$ cat config.mk
export PLATFORM = sky130hd
export DESIGN_NAME = bounded_deque_engine_unit
export DESIGN_NICKNAME = d
export VERILOG_FILES = /design/src/design/dqe_pkg.sv /design/src/design/dqe_cell.sv /design/src/design/bounded_deque_engine_unit.sv
export SDC_FILE = /design/constraint.sdc
export NUM_CORES = 2
export LEC_CHECK = 0
export ABC_AREA = 0
export BUFFER_PORTS_ARGS = -buffer_cell sky130_fd_sc_hd__buf_2
export CORE_MARGIN = 2
export CORE_UTILIZATION = 30
export CTS_CLUSTER_DIAMETER = 120
export DETAILED_ROUTE_END_ITERATION = 10
export PLACE_DENSITY = 0.44
export SLEW_MARGIN = 20
export SYNTH_ARGS = -nofsm -noshare
export SYNTH_HDL_FRONTEND = slang
export SYNTH_HIERARCHICAL = 1
export SYNTH_SLANG_ARGS = --single-unit
$ cat constraint.sdc
create_clock -name clk -period 11.1 [get_ports clk]
set_input_delay 0.555 -clock clk [delete_from_list [all_inputs] [get_ports clk]]
set_output_delay 0.555 -clock clk [all_outputs]
set_load 0.01 [all_outputs]
$ cat src/design/dqe_pkg.sv
// Package for the bounded deque engine: sizes, command codes and the
// control bundle broadcast to every storage cell. No dependencies.
`default_nettype none
package dqe_pkg;

  localparam int DEPTH   = 16;
  localparam int WIDTH   = 32;
  localparam int POS_W   = $clog2(DEPTH);
  localparam int CNT_W   = $clog2(DEPTH + 1);
  localparam int OP_W    = 3;
  localparam int INDEX_W = 4;

  localparam logic [OP_W-1:0] OP_PUSH_FRONT = 3'd0;
  localparam logic [OP_W-1:0] OP_PUSH_REAR  = 3'd1;
  localparam logic [OP_W-1:0] OP_POP_FRONT  = 3'd2;
  localparam logic [OP_W-1:0] OP_POP_REAR   = 3'd3;
  localparam logic [OP_W-1:0] OP_DELETE     = 3'd4;
  localparam logic [OP_W-1:0] OP_READ       = 3'd5;
  localparam logic [OP_W-1:0] OP_CLEAR      = 3'd6;
  localparam logic [OP_W-1:0] OP_PEEK       = 3'd7;

  // Strobes are already qualified with the transfer; the push and front-pop strobes also with the full/empty checks.
  typedef struct packed {
    logic               shift_in;   // push front: take the left neighbor's word
    logic               write_rear; // push rear: the cell at count takes the value
    logic               shift_out;  // pop front: take the right neighbor's word
    logic               del;        // delete: cells at and after the match shift
    logic [WIDTH-1:0]   value;
    logic [INDEX_W-1:0] index;
    logic [CNT_W-1:0]   count;      // count before the command
    logic [CNT_W-1:0]   count_new;  // count after the command
  } dqe_ctrl_t;

endpackage
`default_nettype wire

$ cat src/design/dqe_cell.sv
// One storage cell of the deque chain; cell 0 holds the front element.
// Depends on dqe_pkg.
`default_nettype none
module dqe_cell
  import dqe_pkg::*;
(
  input  wire logic             clk,
  input  wire dqe_ctrl_t        ctrl,
  input  wire logic [POS_W-1:0] pos,        // this cell's place from the front
  input  wire logic [WIDTH-1:0] left_data,  // current word of the cell nearer the front
  input  wire logic [WIDTH-1:0] right_data, // current word of the cell nearer the rear
  input  wire logic             found_in,   // a match exists nearer the front
  output logic                  found_out,
  output logic [WIDTH-1:0]      data_q,
  output logic [WIDTH-1:0]      data_next,
  output logic [WIDTH-1:0]      read_part,
  output logic [WIDTH-1:0]      rear_part
);

  logic [WIDTH-1:0] data_r;
  logic [WIDTH-1:0] data_nxt;
  logic [CNT_W-1:0] pos_ext;
  logic             live;

  assign pos_ext   = CNT_W'(pos);
  assign live      = pos_ext < ctrl.count;
  assign found_out = found_in | (live && (data_r == ctrl.value));

  always_comb begin
    data_nxt = data_r;
    if (ctrl.shift_in) begin
      data_nxt = left_data;
    end else if (ctrl.write_rear && (ctrl.count == pos_ext)) begin
      data_nxt = ctrl.value;
    end else if (ctrl.shift_out || (ctrl.del && found_out)) begin
      data_nxt = right_data;
    end
  end

  always_ff @(posedge clk) begin
    data_r <= data_nxt;
  end

  assign data_q    = data_r;
  assign data_next = data_nxt;
  assign read_part = (live && (pos_ext == CNT_W'(ctrl.index))) ? data_r : '0;
  assign rear_part = ((pos_ext + CNT_W'(1)) == ctrl.count_new) ? data_nxt : '0;

endmodule
`default_nettype wire

$ cat src/design/bounded_deque_engine_unit.sv
// Bounded deque engine: a chain of DEPTH cells ordered from front to rear.
// An input transfer's result is in the output register in the cycle after the transfer.
// Throughput: one command per cycle while results are taken; the input is held
// off only while an untaken result sits in the output register.
// Reset (synchronous, rst_n low) empties the deque and drops any pending result;
// cell contents are not cleared, since only live cells are ever observed.
// Depends on dqe_pkg and dqe_cell.
`default_nettype none
module bounded_deque_engine_unit
  import dqe_pkg::*;
(
  input  wire logic         clk,
  input  wire logic         rst_n,
  input  wire logic         in_tvalid,
  output logic              in_tready,
  input  wire logic [39:0]  in_tdata,   // op[2:0], value[34:3], index[38:35], zero[39]
  output logic              out_tvalid,
  input  wire logic         out_tready,
  output logic [103:0]      out_tdata   // ok[0], read_value[32:1], front_value[64:33],
                                        // rear_value[96:65], count[101:97],
                                        // empty_res[102], zero[103]
);

  logic [OP_W-1:0]    op;
  logic [WIDTH-1:0]   value;
  logic [INDEX_W-1:0] index;
  logic               accept;

  assign op     = in_tdata[2:0];
  assign value  = in_tdata[34:3];
  assign index  = in_tdata[38:35];
  // A new command is taken whenever the output register is free or draining.
  assign in_tready = !out_tvalid || out_tready;
  assign accept    = in_tvalid && in_tready;

  logic [CNT_W-1:0] count_r;
  logic [CNT_W-1:0] count_nxt;
  logic             full;
  logic             is_empty;
  logic             found;
  logic             ok;
  dqe_ctrl_t        ctrl;

  assign full     = count_r == CNT_W'(DEPTH);
  assign is_empty = count_r == '0;

  // Command decode; the match search result comes back from the end of the chain.
  always_comb begin
    count_nxt = count_r;
    ok        = 1'b0;
    case (op)
      OP_PUSH_FRONT, OP_PUSH_REAR: begin
        if (!full) begin
          count_nxt = count_r + CNT_W'(1);
          ok        = 1'b1;
        end
      end
      OP_POP_FRONT, OP_POP_REAR: begin
        if (!is_empty) begin
          count_nxt = count_r - CNT_W'(1);
          ok        = 1'b1;
        end
      end
      OP_DELETE: begin
        if (found) begin
          count_nxt = count_r - CNT_W'(1);
          ok        = 1'b1;
        end
      end
      OP_READ: begin
        ok = CNT_W'(index) < count_r;
      end
      OP_CLEAR: begin
        count_nxt = '0;
        ok        = 1'b1;
      end
      OP_PEEK: begin
        ok = 1'b1;
      end
      default: begin
        ok = 1'b0;
      end
    endcase
  end

  always_comb begin
    ctrl.shift_in   = accept && (op == OP_PUSH_FRONT) && !full;
    ctrl.write_rear = accept && (op == OP_PUSH_REAR) && !full;
    ctrl.shift_out  = accept && (op == OP_POP_FRONT) && !is_empty;
    ctrl.del        = accept && (op == OP_DELETE);
    ctrl.value      = value;
    ctrl.index      = index;
    ctrl.count      = count_r;
    ctrl.count_new  = count_nxt;
  end

  // The cell chain. Words move one cell toward the rear on a front push and one
  // cell toward the front on a front pop or behind a deleted match.
  logic [WIDTH-1:0] cell_q    [DEPTH];
  logic [WIDTH-1:0] cell_next [DEPTH];
  logic [WIDTH-1:0] read_part [DEPTH];
  logic [WIDTH-1:0] rear_part [DEPTH];
  logic             found_chain [DEPTH+1];

  assign found_chain[0] = 1'b0;

  for (genvar g = 0; g < DEPTH; g++) begin : g_cell
    logic [WIDTH-1:0] left_w;
    logic [WIDTH-1:0] right_w;
    if (g == 0) begin : g_head
      assign left_w = value;
    end else begin : g_body
      assign left_w = cell_q[g-1];
    end
    if (g == DEPTH - 1) begin : g_tail
      assign right_w = cell_q[g];
    end else begin : g_mid
      assign right_w = cell_q[g+1];
    end
    dqe_cell u_cell (
      .clk        (clk),
      .ctrl       (ctrl),
      .pos        (POS_W'(g)),
      .left_data  (left_w),
      .right_data (right_w),
      .found_in   (found_chain[g]),
      .found_out  (found_chain[g+1]),
      .data_q     (cell_q[g]),
      .data_next  (cell_next[g]),
      .read_part  (read_part[g]),
      .rear_part  (rear_part[g])
    );
  end

  assign found = found_chain[DEPTH];

  // At most one cell drives a nonzero read or rear contribution.
  logic [WIDTH-1:0] read_sel;
  logic [WIDTH-1:0] rear_sel;
  always_comb begin
    read_sel = '0;
    rear_sel = '0;
    for (int i = 0; i < DEPTH; i++) begin
      read_sel = read_sel | read_part[i];
      rear_sel = rear_sel | rear_part[i];
    end
  end

  logic [WIDTH-1:0] front_sel;
  assign front_sel = (count_nxt != '0) ? cell_next[0] : '0;

  // Result register.
  logic               out_valid_r;
  logic               out_ok_r;
  logic [WIDTH-1:0]   out_read_r;
  logic [WIDTH-1:0]   out_front_r;
  logic [WIDTH-1:0]   out_rear_r;
  logic [CNT_W-1:0]   out_count_r;
  logic               out_empty_r;

  always_ff @(posedge clk) begin
    if (!rst_n) begin
      count_r     <= '0;
      out_valid_r <= 1'b0;
    end else begin
      if (accept) begin
        count_r     <= count_nxt;
        out_valid_r <= 1'b1;
      end else if (out_tready) begin
        out_valid_r <= 1'b0;
      end
    end
  end

  always_ff @(posedge clk) begin
    if (accept) begin
      out_ok_r    <= ok;
      out_read_r  <= (op == OP_READ) ? read_sel : '0;
      out_front_r <= front_sel;
      out_rear_r  <= rear_sel;
      out_count_r <= count_nxt;
      out_empty_r <= count_nxt == '0;
    end
  end

  assign out_tvalid = out_valid_r;
  assign out_tdata  = {1'b0, out_empty_r, out_count_r, out_rear_r, out_front_r,
                       out_read_r, out_ok_r};

endmodule
`default_nettype wire

# --- After elaboration in Yosys (flattened, before gate mapping) ---
# Index checks and enable logic that the tools add are counted.
op_classes:
  mul: 0
  div: 0
  add_sub_neg: 2
  muxes: 89
  shift: 0
  n_bitwise: 45
  n_lt_le_gt_ge: 17
  eq_ne: 70
  reduce_logical: 99
ops:
  columns: ["cell", "count"]
  rows:
  - ["$mux W32", 79]
  - ["$or A32 B32 Y32", 30]
  - ["$eq A32 B32 Y1", 16]
  - ["$logic_and A1 B1 Y1", 71]
  - ["$eq A4 B5 Y1 const A", 8]
  - ["$eq A5 B4 Y1 const B", 8]
  - ["$lt A4 B5 Y1 const A", 8]
  - ["$eq A4 B4 Y1 const A", 8]
  - ["$eq A3 B5 Y1 const A", 4]
  - ["$eq A5 B3 Y1 const B", 4]
  - ["$lt A3 B5 Y1 const A", 4]
  - ["$pmux W5 S4", 1]
  - ["$eq A3 B4 Y1 const A", 4]
  - ["$logic_or A1 B1 Y1", 16]
  - ["$logic_not A5 Y1", 3]
  - ["$mux W5", 3]
  - ["$or A1 B1 Y1", 15]
  - ["$eq A3 B3 Y1 const B", 4]
  - ["$eq A2 B5 Y1 const A", 2]
  - ["$eq A5 B2 Y1 const B", 2]
  - ["$lt A1 B5 Y1 const A", 2]
  - ["$lt A2 B5 Y1 const A", 2]
  - ["$eq A2 B4 Y1 const A", 2]
  - ["$eq A3 B2 Y1 const B", 2]
  - ["16 further kinds", 24]
totals:
  inputBits: 44
  n_memories: 0
  ramBits: 0
  reg_bits: 621
  romBits: 0
  output_inout_bits: 106
  latch_bits: 0
  elab_cells: 346

# --- Logic depth before layout (Yosys ltp) ---
depth:
  depth_word: 36
  depth_mapped: 33
  depth_no_buf: 32

# --- Modules after synthesis ---
# The synthesis kept the hierarchy.
modules_own_cells:
  columns: ["mod", "area_each_um2", "n_inst", "seq_area_each_um2", "cells_per_inst"]
  rows:
  - ["dqe_cell", 3940.0, 16, 640.6, 373]
  - ["bounded_deque_engine_unit", 6507.5, 1, 3213.1, 608]

# --- Worst setup path after synthesis ---
# OpenSTA, ideal clock, no wires.
synth_timing:
  path_kind: "input -> register"
  startpoint: "input out_tready"
  endpoint: "register out_rear_r[0], data pin"
  path_slack_ps: 341
  t_arrival_ps: 10486
  required_ps: 10827
  path_stages: 9
  cell_sequence: "nand2b_1 -> nand2_1 -> nor4b_1 -> a21o_1 -> a41oi_4 -> a2111oi_0 -> nor4b_1 -> nor4_1 -> nand4_1"
synth_lines:
  columns: ["element", "line", "rtl"]
  rows:
  - ["start, declared", "bounded_deque_engine_unit.sv:18", "input wire logic out_tready,"]
  - ["end signal, assigned", "bounded_deque_engine_unit.sv:180", "out_rear_r <= rear_sel;"]
  - ["end, declared", "bounded_deque_engine_unit.sv:157", "logic [WIDTH-1:0] out_rear_r;"]

==> impl.org <==
** Synthesis
- After synthesis the netlist holds a flip-flop and latch count of around 620.
- Most instantiated flip-flop cell in the synthesis netlist :: dfxtp_1
- Counting flops with an async set or reset pin after synthesis yields a share of 0%.
- Synthesis produced a netlist whose cell count is approximately 6600.
- The share of the Yosys chip area taken by registers is between 10% and 20%.
- In this run the mean area of a mapped cell was 10.6 um^2.
- Yosys synthesis warning count :: 6
- Count of flip-flops with a built-in enable after synthesis :: 103
- The synthesized netlist contains 62 unique library cells.
- Area of the mapped netlist :: 0.0695 mm^2

** Clock tree
- Clock latency on the worst-skew pair :: 740 ps
- Clk sink count :: approximately 620
- Clk root buf :: clkbuf_16
- Clock slew at reported path FFs :: ~60 ps
- The H-tree was split into 3 levels.
- TritonCTS built the clock tree.
- Clock buffer depth :: 3
- Clock tree synthesis inserted a total of 88 buffers.
- Post-cts gate resize count :: 0
- In this run the post-CTS setup repair buffer count came out at 0.
- CTS hold repair buffers :: 0

** Status
- The final reports fail on capacitance limit.
- The flow ran to the end, but the final reports show violations.

** Min path
- Worst hold endpoint :: out_tvalid
- In this run the most critical hold path is launched from in_tvalid.
- The worst hold path passes through 3 cells.
- The tightest min-delay check is of the input port to register type.

** Drt
- Summed over all layers, the routed wires come to 292000 um.
- Detailed-routing iteration count for the pre-antenna-repair pass :: 6
- In the routed design, unresolved DRC markers number 0.
- In this run, the number of DRC markers left after iteration 0 of detailed routing was 5029.
- Detail Route Antenna Nets :: 0
- Wire length per cell :: 29.5 um
- Using the TritonRoute via totals, the vias-per-cell ratio works out to 5.95.
- Count of vias placed by the detailed router :: 58865

** GRT
- Largest net degree at the start of global routing :: 181
- Global-route total usage across every layer :: 23.9%
- The total overflow left after global routing is 0.
- Initial antenna violation count :: 39
- The first global-routing pass estimated roughly 420000 um of wire.
- The number of global-route vias before repair was 56752.

** Timing
- After layout, the minimum clock period comes to 9250 ps.
- Static timing analysis puts the maximum clock frequency at 108 MHz.
- Setup repair after global routing left no endpoint under its margin.
- Summed negative setup slack over all endpoints :: 0 ps
- Actual slew at the worst max-slew pin :: approximately 1500 ps
- Headroom to the max-slew limit came out at 1.59%.
- The number of failing hold endpoints at the final stage was 0.
- On the final layout, the worst clock skew is approximately 35 ps.
- Final Cycle Share :: 83.4%
- Final slew viol count :: 0
- Setup violations remaining at the end of the flow were counted as 0.

** Pwr
- In this run the power density over the cells is 192 mW/mm^2.
- Leakage power :: 21.4 nW
- Largest voltage drop on the vdd net :: about 130 uV
- Total design power :: 14.8 mW

** Critical path
- The startpoint identified for the worst register-to-register timing path is count_r[3].
- The number of buffers and inverters on the critical path is 4.
- The most numerous cell type found on the critical path is a31o_2.
- The worst register-to-register path has a depth of 35.
- In this design, the largest share of critical-path delay is due to compound AO/OA/AOI/OAI gates.
- CP Class :: register to register
- Critical path required time :: 11430 ps
- Library cell contributing the largest single delay on the critical path :: nor4_1
- Along the worst path, the maximum fanout reaches 25.
- STA classifies the critical path endpoint as a register.
- Crit path arrival time :: roughly 9600 ps
- The worst setup path is launched from a register.
- For this run, the slowest stage of the critical path takes 920 ps.
- End of the worst register-to-register path :: out_rear_r[4]
- The setup check on the worst reg-to-reg path leaves a slack of 1850 ps.

** Final layout
- Of the cells placed in the final design, the portion with a size suffix greater than 1 is 24.1%.
- The final layout contains 6908 nets.
- Layout area overhead :: 11.0%

** Place
- After legalization and detailed placement, the total HPWL measured 220000 um.
- Routability cong. :: 0.891
- Number of port buffers :: 147

** Die
- Vert. Die Dim :: 485 um
- The die covers 0.236 mm^2.
- The die is just under 500 um wide.
- After floorplanning, the core was divided into 176 placement rows.
- The core region is between 0.2 and 0.25 mm^2.
- 150 I/O pins were placed.
- Effective utilization at floorplan :: 30.2%

** Job
- The tool flagged a number of max-cap violations equal to 1.
-- layout by cell type, fill, tap and decap left out, types with 248 or more instances in the layout --
| cell type | synthesis | layout |
|---|---|---|
| nand2b_1 | 578 | 578 |
| xnor2_1 | 578 | 578 |
| a2111oi_0 | 544 | 544 |
| dfxtp_1 | 518 | 517 |
| nor3_1 | 518 | 516 |
| and2_1 | 514 | 514 |
| o31ai_1 | 513 | 513 |
| nor4b_2 | 480 | 482 |
| a2111oi_4 | 480 | 480 |
| conb_1 | 2 | 323 |
| nor4_1 | 256 | 248 |
-- worst register-to-register path, delay by kind of cell, from the launching register on --
family / cells / cell delay [ps]
compound gates: 22 / 5130
fa+ha+maj: 1 / 140
buf+inv: 4 / 820
flops: 1 / 400
simple gates: 8 / 2380
-- worst max path at each step --
stage | from | to | slack [ps] | depth (start not counted)
floorplan | out_tready | out_rear_r[0] | 340 | 9
global placement | in_tdata[17] | out_rear_r[18] | 1710 | 33
detailed placement | in_tdata[17] | out_rear_r[4] | 1660 | 33
CTS | count_r[3] | out_rear_r[4] | 1970 | 34
global route | count_r[3] | out_rear_r[4] | 1650 | 35
finish | count_r[3] | out_rear_r[4] | 1850 | 35
-- cells in the mapped netlist, types with 32 or more instances --
master | instances | area share, %
nand4_1 | 161 | 1.4
nor4b_2 | 480 | 10
o31ai_1 | 513 | 5.5
inv_1 | 73 | 0.39
xor2_1 | 66 | 0.83
and4_1 | 48 | 0.60
a21oi_1 | 38 | 0.27
buf_2 | 64 | 0.46
buf_6 | 103 | 1.7
clkbuf_1 | 358 | 1.9
nor3_1 | 518 | 3.7
dfxtp_1 | 518 | 15
nand2b_1 | 578 | 5.2
nor2_1 | 53 | 0.29
a21o_1 | 51 | 0.55
nor4_4 | 32 | 0.98
ha_1 | 86 | 1.5
a2111oi_0 | 544 | 6.9
nor4b_1 | 34 | 0.43
a2111oi_4 | 480 | 19
xnor2_1 | 578 | 7.3
and2_1 | 514 | 4.6
nor4_1 | 256 | 2.3
edfxtp_1 | 103 | 4.4
clkbuf_2 | 48 | 0.35
-- metrics by stage --
| step | instances | util, % | hold WS [ps] | setup WS (ps) | cell area (um^2) |
|---|---|---|---|---|---|
| 3_5_place_dp | 9714 | 32.2 | 535 | 1660 | 74300 |
| 5_1_grt | 9883 | 33.5 | 95.2 | 1650 | 77200 |
| 6_report | 9894 | 33.5 | 92.4 | 1850 | 77200 |
| 2_1_floorplan | 6897 | - | 586 | 341 | 70800 |
| 4_1_cts | 9876 | 33.5 | 42.9 | 1970 | 77100 |
| 3_3_place_gp | 9714 | 32.2 | 516 | 1710 | 74200 |
-- cell families after synthesis --
group | Yosys count | synth area share (%)
DFF | 621 | 19.4
adders and majority gates | 86 | 1.55
AOI/OAI and AO/OA | 1727 | 34.2
xor gates and xnor gates | 644 | 8.11
other | 2 | 0.0108
and+or+nand+nor | 2830 | 31.7
buffers and inverters | 665 | 5.00
muxes | 1 | 0.0144
-- power by group --
part           total, mW  switching [mW]  leakage (nW)  internal, mW
combinational       5.15            2.95          14.6          2.20
sequential          6.67            3.25          5.40          3.43
clock               2.99            1.30          1.39          1.69
-- cell type report --
type | instances | area (um^2)
Clock buffer | 126 | 2470
Multi-Input combinational cell | 5611 | 54100
Antenna cell | 18 | 45.0
Timing Repair Buffer | 383 | 2660
Clock inverter | 36 | 403
Fill cell | 23252 | 153000
Sequential cell | 621 | 13500
Tap cell | 3026 | 3790
Inverter | 73 | 279
-- flip-flops by register name, indices dropped and copies added (netlist names) --
name                  flops
out_empty_r               1
out_rear_r               32
out_count_r               5
out_ok_r                  1
count_r                   5
out_front_r              32
out_tvalid                1
g_cell.u_cell/data_q    512
out_read_r               32
-- metal layers --
metal / GRT usage (%) / up-vias / wire, um
li1: - / 26945 / -
met1: 33.5 / 29643 / 135000
met2: 37.4 / 1880 / 130000
met3: 2.67 / 395 / 15800
met4: 9.19 / 2 / 11300
met5: 0 / - / 11
Note: power is estimated with default switching activity, not from simulation.
